**config.mk**
```make
export PLATFORM = sky130hd
export DESIGN_NAME = sbus_frame_parser
export DESIGN_NICKNAME = d
export VERILOG_FILES = /design/src/sfp_pkg.sv /design/src/sfp_fbuf.sv /design/src/sfp_ctrl.sv /design/src/sbus_frame_parser.sv
export SDC_FILE = /design/constraint.sdc
export NUM_CORES = 1
export LEC_CHECK = 0
export BUFFER_PORTS_ARGS = -buffer_cell sky130_fd_sc_hd__buf_2
export CAP_MARGIN = 20
export CORE_MARGIN = 1
export CORE_UTILIZATION = 58
export CTS_CLUSTER_DIAMETER = 50
export DETAILED_ROUTE_END_ITERATION = 16
export MAX_ROUTING_LAYER = met4
export PLACE_DENSITY = 0.82
export SLEW_MARGIN = 10
export SYNTH_ARGS = -nofsm -noshare
export SYNTH_HDL_FRONTEND = slang
export SYNTH_SLANG_ARGS = --single-unit
```
**constraint.sdc**
```tcl
create_clock -name clk -period 3.75 [get_ports clk]
set_input_delay 0.375 -clock clk [delete_from_list [all_inputs] [get_ports clk]]
set_output_delay 0.375 -clock clk [all_outputs]
set_load 0.02 [all_outputs]
```
**src/sfp_pkg.sv**
```systemverilog
// Package: constants, types and helpers of the SBUS frame parser.
`timescale 1ns / 1ps
package sfp_pkg;

  localparam int FRAME_BYTES   = 25;
  localparam int CHANNEL_COUNT = 16;
  localparam int FLAGS_AT      = 23;
  localparam int FOOTER_AT     = 24;
  localparam int CHAN_BITS     = 11;

  localparam int BUF_W  = FRAME_BYTES * 8;
  localparam int PAY_LO = 8;
  localparam int PAY_HI = FLAGS_AT * 8 - 1;
  localparam int FILL_W = $clog2(FRAME_BYTES + 1);
  localparam int CHAN_W = $clog2(CHANNEL_COUNT);

  localparam logic [7:0] HEADER_VALUE = 8'h0F;
  localparam logic [7:0] FOOTER_0     = 8'h00;
  localparam logic [7:0] FOOTER_1     = 8'h04;
  localparam logic [7:0] FOOTER_2     = 8'h14;
  localparam logic [7:0] FOOTER_3     = 8'h24;
  localparam logic [7:0] FOOTER_4     = 8'h34;

  typedef enum logic [1:0] {
    ST_FILL,
    ST_CHECK,
    ST_RESYNC,
    ST_EMIT
  } state_t;

  typedef struct packed {
    logic store;      // write rx_byte at the fill position
    logic drop_byte;  // shift the whole buffer down one byte
    logic next_chan;  // shift the payload down one channel
  } buf_cmd_t;

  typedef struct packed {
    logic rx_is_hdr;
    logic head_is_hdr;
    logic frame_ok;
  } buf_stat_t;

  function automatic logic footer_ok(input logic [7:0] f);
    return (f == FOOTER_0) || (f == FOOTER_1) || (f == FOOTER_2) ||
           (f == FOOTER_3) || (f == FOOTER_4);
  endfunction

endpackage

```
**src/sfp_fbuf.sv**
```systemverilog
// Frame buffer with byte-shift resync and channel-shift unpack unit.
`timescale 1ns / 1ps
module sfp_fbuf (
  input  logic                          clk,
  input  logic [7:0]                    rx_byte,
  input  logic [sfp_pkg::FILL_W-1:0]    fill_count,
  input  sfp_pkg::buf_cmd_t             cmd,
  output sfp_pkg::buf_stat_t            stat,
  output logic [sfp_pkg::CHAN_BITS-1:0] channel_value,
  output logic [7:0]                    flags,
  output logic [7:0]                    footer_byte
);

  logic [sfp_pkg::BUF_W-1:0] frame_buffer;

  always_ff @(posedge clk) begin
    if (cmd.store) begin
      for (int i = 0; i < sfp_pkg::FRAME_BYTES; i++) begin
        if (fill_count == sfp_pkg::FILL_W'(i)) begin
          frame_buffer[8*i +: 8] <= rx_byte;
        end
      end
    end else if (cmd.drop_byte) begin
      frame_buffer <= {8'h00, frame_buffer[sfp_pkg::BUF_W-1:8]};
    end else if (cmd.next_chan) begin
      // payload moves down by one channel; flags and footer stay put
      frame_buffer[sfp_pkg::PAY_HI:sfp_pkg::PAY_LO] <=
        {{sfp_pkg::CHAN_BITS{1'b0}},
         frame_buffer[sfp_pkg::PAY_HI:sfp_pkg::PAY_LO+sfp_pkg::CHAN_BITS]};
    end
  end

  assign flags         = frame_buffer[8*sfp_pkg::FLAGS_AT +: 8];
  assign footer_byte   = frame_buffer[8*sfp_pkg::FOOTER_AT +: 8];
  assign channel_value = frame_buffer[sfp_pkg::PAY_LO +: sfp_pkg::CHAN_BITS];

  always_comb begin
    stat.rx_is_hdr   = (rx_byte == sfp_pkg::HEADER_VALUE);
    stat.head_is_hdr = (frame_buffer[7:0] == sfp_pkg::HEADER_VALUE);
    stat.frame_ok    = stat.head_is_hdr && (flags[7:4] == 4'h0) &&
                       sfp_pkg::footer_ok(footer_byte);
  end

endmodule

```
**src/sfp_ctrl.sv**
```systemverilog
// Sequencer: fill, check, byte-wise resync and channel emission.
`timescale 1ns / 1ps
module sfp_ctrl (
  input  logic                       clk,
  input  logic                       rst,
  input  logic                       in_valid,
  output logic                       in_stall,
  output logic                       out_valid,
  input  logic                       out_stall,
  input  sfp_pkg::buf_stat_t         stat,
  output sfp_pkg::buf_cmd_t          cmd,
  output logic [sfp_pkg::FILL_W-1:0] fill_count,
  output logic [sfp_pkg::CHAN_W-1:0] chan
);

  localparam logic [sfp_pkg::FILL_W-1:0] LAST_SLOT = sfp_pkg::FILL_W'(sfp_pkg::FRAME_BYTES - 1);
  localparam logic [sfp_pkg::CHAN_W-1:0] LAST_CHAN = sfp_pkg::CHAN_W'(sfp_pkg::CHANNEL_COUNT - 1);
  localparam logic [sfp_pkg::FILL_W-1:0] FILL_ONE  = sfp_pkg::FILL_W'(1);
  localparam logic [sfp_pkg::CHAN_W-1:0] CHAN_ONE  = sfp_pkg::CHAN_W'(1);

  sfp_pkg::state_t             state, state_next;
  logic [sfp_pkg::FILL_W-1:0]  fill_next;
  logic [sfp_pkg::CHAN_W-1:0]  chan_next;
  logic                        keep_byte;

  assign keep_byte = (fill_count != '0) || stat.rx_is_hdr;

  always_ff @(posedge clk) begin
    if (rst) begin
      state      <= sfp_pkg::ST_FILL;
      fill_count <= '0;
      chan       <= '0;
    end else begin
      state      <= state_next;
      fill_count <= fill_next;
      chan       <= chan_next;
    end
  end

  // next state
  always_comb begin
    state_next = state;
    fill_next  = fill_count;
    chan_next  = chan;
    unique case (state)
      sfp_pkg::ST_FILL: begin
        if (in_valid && keep_byte) begin
          fill_next = fill_count + FILL_ONE;
          if (fill_count == LAST_SLOT) begin
            state_next = sfp_pkg::ST_CHECK;
          end
        end
      end
      sfp_pkg::ST_CHECK: begin
        if (stat.frame_ok) begin
          chan_next  = '0;
          state_next = sfp_pkg::ST_EMIT;
        end else begin
          fill_next  = LAST_SLOT;
          state_next = sfp_pkg::ST_RESYNC;
        end
      end
      sfp_pkg::ST_RESYNC: begin
        if (fill_count == '0 || stat.head_is_hdr) begin
          state_next = sfp_pkg::ST_FILL;
        end else begin
          fill_next = fill_count - FILL_ONE;
        end
      end
      sfp_pkg::ST_EMIT: begin
        if (!out_stall) begin
          chan_next = chan + CHAN_ONE;
          if (chan == LAST_CHAN) begin
            fill_next  = '0;
            state_next = sfp_pkg::ST_FILL;
          end
        end
      end
      default: state_next = sfp_pkg::ST_FILL;
    endcase
  end

  // outputs
  always_comb begin
    cmd       = '0;
    in_stall  = 1'b1;
    out_valid = 1'b0;
    unique case (state)
      sfp_pkg::ST_FILL: begin
        in_stall  = 1'b0;
        cmd.store = in_valid && keep_byte;
      end
      sfp_pkg::ST_CHECK: begin
        cmd.drop_byte = !stat.frame_ok;
      end
      sfp_pkg::ST_RESYNC: begin
        cmd.drop_byte = (fill_count != '0) && !stat.head_is_hdr;
      end
      sfp_pkg::ST_EMIT: begin
        out_valid     = 1'b1;
        cmd.next_chan = !out_stall;
      end
      default: begin
        cmd = '0;
      end
    endcase
  end

endmodule

```
**src/sbus_frame_parser.sv**
```systemverilog
// Top level of the SBUS frame parser: byte input, per-channel results.
// Accepts one SBUS byte per transaction and returns sixteen channel
// transactions for every good 25-byte frame. Bytes other than the 0x0F
// header are dropped while the buffer is empty. After the 25th byte the
// block checks header, flags upper nibble and footer (0x00, 0x04, 0x14,
// 0x24 or 0x34). A good frame then emits channels 0..15 in order, one per
// cycle when out_stall is low; each result carries the four flag bits and
// the footer, and last_channel marks channel 15. The channels come out of a
// single shift unit that moves the 176-bit payload down by 11 bits per
// transaction. A bad frame is realigned at the next header byte after
// position 0 by shifting the buffer one byte per cycle, 1 to 25 bytes in
// all; kept bytes are not rechecked until the buffer is full again. in_stall
// stays high from the 25th byte until the check, realignment or emission has
// finished. No startup clearing is needed after reset.
`timescale 1ns / 1ps
module sbus_frame_parser (
  input  logic        clk,
  input  logic        rst,
  input  logic        in_valid,
  output logic        in_stall,
  input  logic [7:0]  rx_byte,
  output logic        out_valid,
  input  logic        out_stall,
  output logic [3:0]  channel_index,
  output logic [10:0] channel_value,
  output logic        aux_channel_17,
  output logic        aux_channel_18,
  output logic        frame_lost,
  output logic        failsafe,
  output logic [7:0]  footer_byte,
  output logic        last_channel
);

  sfp_pkg::buf_cmd_t          cmd;
  sfp_pkg::buf_stat_t         stat;
  logic [sfp_pkg::FILL_W-1:0] fill_count;
  logic [sfp_pkg::CHAN_W-1:0] chan;
  logic [7:0]                 flags;

  sfp_ctrl u_ctrl (
    .clk        (clk),
    .rst        (rst),
    .in_valid   (in_valid),
    .in_stall   (in_stall),
    .out_valid  (out_valid),
    .out_stall  (out_stall),
    .stat       (stat),
    .cmd        (cmd),
    .fill_count (fill_count),
    .chan       (chan)
  );

  sfp_fbuf u_fbuf (
    .clk           (clk),
    .rx_byte       (rx_byte),
    .fill_count    (fill_count),
    .cmd           (cmd),
    .stat          (stat),
    .channel_value (channel_value),
    .flags         (flags),
    .footer_byte   (footer_byte)
  );

  // flags byte: bit 0 ch17, bit 1 ch18, bit 2 frame lost, bit 3 failsafe
  assign aux_channel_17 = flags[0];
  assign aux_channel_18 = flags[1];
  assign frame_lost     = flags[2];
  assign failsafe       = flags[3];
  assign channel_index  = chan;
  assign last_channel   = (chan == sfp_pkg::CHAN_W'(sfp_pkg::CHANNEL_COUNT - 1));

endmodule

```
==> impl.org <==
** Power
- IR analysis of the VDD net gives a maximum drop of 549 µV.
- In this run the power density over the cells is 478 mW/mm².
- For this design the static power due to leakage is 4.31 nW.

** Route
- For this run, design rule violations remaining after detail routing come to 0.
- Count of TritonRoute iterations in the first routing pass :: 7
- Number of DRC markers in iteration 0 :: 1143
- For this block, the routed nets add up to 25300 µm of wire.
- After detailed routing, the average wire length per cell comes to 19.5 µm.
- Detailed-route vias per instance :: 6.32
- The count of nets left with antenna violations once routing finished came out at 0.
- Overall via count from detail_route :: 8203

** Place
- Routability congestion estimate :: 0.897
- Summed over all nets, the half-perimeter wirelength after detailed placement is 15300 µm.
- Post-Place Cells :: 1250
- Post-DP Area :: 0.0106 mm²
- Prior to clock tree synthesis, the placed netlist has a worst setup slack of 472 ps.
- During placement, the flow inserted port buffers numbering 41.

** Timing
- For the pin with the worst max-slew slack, the measured transition is 1110 ps.
- Worst max-slew margin expressed relative to the limit :: 25.4%
- Static timing analysis puts the maximum clock frequency at 0.298 GHz.
- Setup repair after global routing left no endpoint under its margin.
- The number of slew-limit violations in the final report was 0.
- Post-route setup TNS :: 0 ps
- Final hold viol count :: 0
- Setup slack closes at 390 ps.
- After layout, the worst path uses 89.6% of the clock period.
- Layout Skew :: 16.1 ps
- Total setup violations reported at the end of the flow :: 0
- Min Tclk post-route :: 3360 ps

** Floorplan
- The floorplan step defined a die boundary enclosing 0.0186 mm².
- I/O pin cnt :: 42
- # rows :: 48
- The floorplan step set the die width to 136 µm.
- The core region is 0.0175 mm².
- Height of the chip :: 136 µm
- Starting density of the core :: 59.9%

** CTS
- Worst skew pair latency :: 520 ps
- CTS tree :: built
- Once the clock tree was built, the resizer swapped 0 gates to a different size.
- CTS saw 211 sinks.
- Depth of the CTS H-tree :: 1
- The clock passes through at most 3 buffers.
- Clock slew at reported path FFs :: 60 ps
- Master cell of the clock root buffer :: sky130_fd_sc_hd__clkbuf_16
- Clock tree synthesis inserted a total of 24 buffers.
- Hold repair after CTS inserted 0 buffers.
- In this run the post-CTS setup repair buffer count came out at 0.

** Worst setup path
- Req. time, crit path :: 4080 ps
- Worst Path Max Fanout :: 70
- Crit path launch type :: flop
- Arr. time, crit path :: 3690 ps
- Cell-by-cell trace of the critical path :: inv_1, ha_1, or4b_4, a21oi_2, o32a_4, buf_4, nand2_1, a31oi_1
- In this design, the stage delay of the slowest critical-path cell is 620 ps.
- STA classifies the critical path endpoint as a flop.
- Measured in cells, the most critical reg-to-reg path has a length of 8.
- Standard cell with the maximum stage delay on the critical path :: sky130_fd_sc_hd__buf_4
- Crit Path Category :: flop to flop

** Logic synthesis
- Most area-hungry cell type in the Yosys netlist :: sky130_fd_sc_hd__edfxtp_1
- Synthesized net count :: 1094
- Post-synthesis cell count :: 1071
- Most frequently used flop master after synthesis :: sky130_fd_sc_hd__edfxtp_1
- Largest cells by area after synthesis :: sky130_fd_sc_hd__edfxtp_1 (57%), sky130_fd_sc_hd__nand2_1 (15%), sky130_fd_sc_hd__a31oi_1 (10%)
- The share of synthesized area in the top cell type comes to 57.4%.
- After synthesis, the netlist uses 52 different library cells.
- Number of warnings reported in the yosys synthesis log :: 0
- In this run the mean area of a mapped cell was 9.77 µm².
- For this run, the register share of the synthesized area comes to 59.5%.
- The cell area that synthesis handed to floorplanning was 0.0105 mm².
- Yosys mapped a number of flops with a built-in enable equal to 200.
- Counting flops and latches in the post-synthesis netlist gives 211.
- Counting flops with an async set or reset pin after synthesis yields a share of 0%.

** Layout
- Final net count :: 1079
- Total non-filler cell area in the finished layout :: 0.0114 mm²
- For this run, the share of the core covered by cells in the final layout is 65.3%.
- The multi-input combinational cells in the finished layout cover a total of 0.00364 mm².
- Compared with the post-synthesis result, the final layout area differs by 9.01%.
- The number of antenna diodes in the final layout is 0.
- Across the whole layout, storage elements account for 0.00623 mm².
- The top cell types in the final layout, fill and taps aside, are sky130_fd_sc_hd__nand2_1 (416), sky130_fd_sc_hd__edfxtp_1 (200), sky130_fd_sc_hd__a31oi_1 (167), sky130_fd_sc_hd__buf_2 (46), sky130_fd_sc_hd__clkbuf_16 (25).
- Total of fill cells in the finished design :: 1312
- The post-route netlist has 10.5% of its cells at a drive strength greater than 1.
- Final cell count without fillers :: 1298
- Leading cell type in the layout, fill and taps excluded :: sky130_fd_sc_hd__nand2_1

** GRT
- The number of antenna violations at the first check in global routing is 0.
- Pin count of the biggest net entering global routing :: 178
- GRT Residual Overflow :: 0
- Via count of the first global-routing pass :: 7673
- First-pass GRT wire length :: 39900 µm
- Combined global-route utilization of all metal layers :: 28.8%

** Min path
- Type of the tightest min-delay check :: primary input to flop
- Hold Crit Depth :: 2

** Flow run
- Max-Cap Viols :: 0

** Status
- The flow ran to the end, and the final reports show no timing, DRC or antenna violations.
-- cell usage after synthesis, types with 11 or more instances --
library cell / n
sky130_fd_sc_hd__ha_1: 11
sky130_fd_sc_hd__a21oi_1: 12
sky130_fd_sc_hd__inv_1: 18
sky130_fd_sc_hd__buf_4: 34
sky130_fd_sc_hd__buf_2: 32
sky130_fd_sc_hd__nor2_1: 18
sky130_fd_sc_hd__edfxtp_1: 200
sky130_fd_sc_hd__o21ai_0: 22
sky130_fd_sc_hd__nand2_1: 416
sky130_fd_sc_hd__nand3_1: 23
sky130_fd_sc_hd__dfxtp_1: 11
sky130_fd_sc_hd__a31oi_1: 167
sky130_fd_sc_hd__clkbuf_1: 35
-- worst max-delay path: cells and delay by family, from the launching register on --
kind / cells / cell delay (ps)
AND/OR/NAND/NOR: 2 / 710
buffers and inverters: 2 / 770
AO/OA/AOI/OAI: 3 / 940
flip-flops: 1 / 380
adder cells (fa/ha/maj): 1 / 350
-- registers in the layout, summed over array words and instances, names as in the netlist --
signal	cells
u_ctrl.fill_count	5
u_ctrl.state	2
u_ctrl.chan	4
u_fbuf.frame_buffer	200
-- kinds of logic after synthesis --
kind of cell / after synthesis / share of synthesized area [%]
adders and majority gates: 11 / 1.31
muxes: 1 / 0.108
AOI/OAI and AO/OA: 227 / 13.7
DFF: 211 / 59.5
buffers and inverters: 126 / 6.19
and+or+nand+nor: 493 / 19.0
xor gates and xnor gates: 2 / 0.167
-- final cells by class --
| cell class | count | area share (%) |
|---|---|---|
| Tap cell | 225 | 2.47 |
| Multi-Input combinational cell | 734 | 31.9 |
| Sequential cell | 211 | 54.6 |
| Clock inverter | 13 | 1.14 |
| Inverter | 18 | 0.592 |
| Clock buffer | 30 | 5.65 |
| Timing Repair Buffer | 67 | 3.73 |
-- stage by stage --
stage,power (mW),hold slack [ps]
after floorplan,3.03,520
after global placement,3.15,531
after detailed placement,3.16,544
after CTS,5.46,190
after global routing,5.60,206
final,5.45,203
-- path summary, 6_finish.rpt --
check | slack, ps | startpoint | endpoint
worst max-delay path | 390 | u_ctrl.fill_count[0] | u_fbuf.frame_buffer[63]
worst min-delay path | 200 | rst | u_ctrl.fill_count[0]
worst max register to register | 390 | u_ctrl.fill_count[0] | u_fbuf.frame_buffer[63]
worst min register to register | 550 | u_ctrl.chan[2] | u_ctrl.chan[2]
-- metal layers --
layer	track usage (%)	wire length [µm]	vias up
li1	-	-	3781
met1	37.5	9890	3893
met2	45.3	12100	465
met3	5.41	2540	64
met4	9.63	784	0
met5	-	0	-
-- report_power, final --
group          internal, mW  leakage [nW]  switching [mW]
registers              2.65          1.89          0.0130
logic                 0.146          2.05           0.324
clock network          1.37         0.379           0.957
Note: power is estimated with default switching activity, not from simulation.
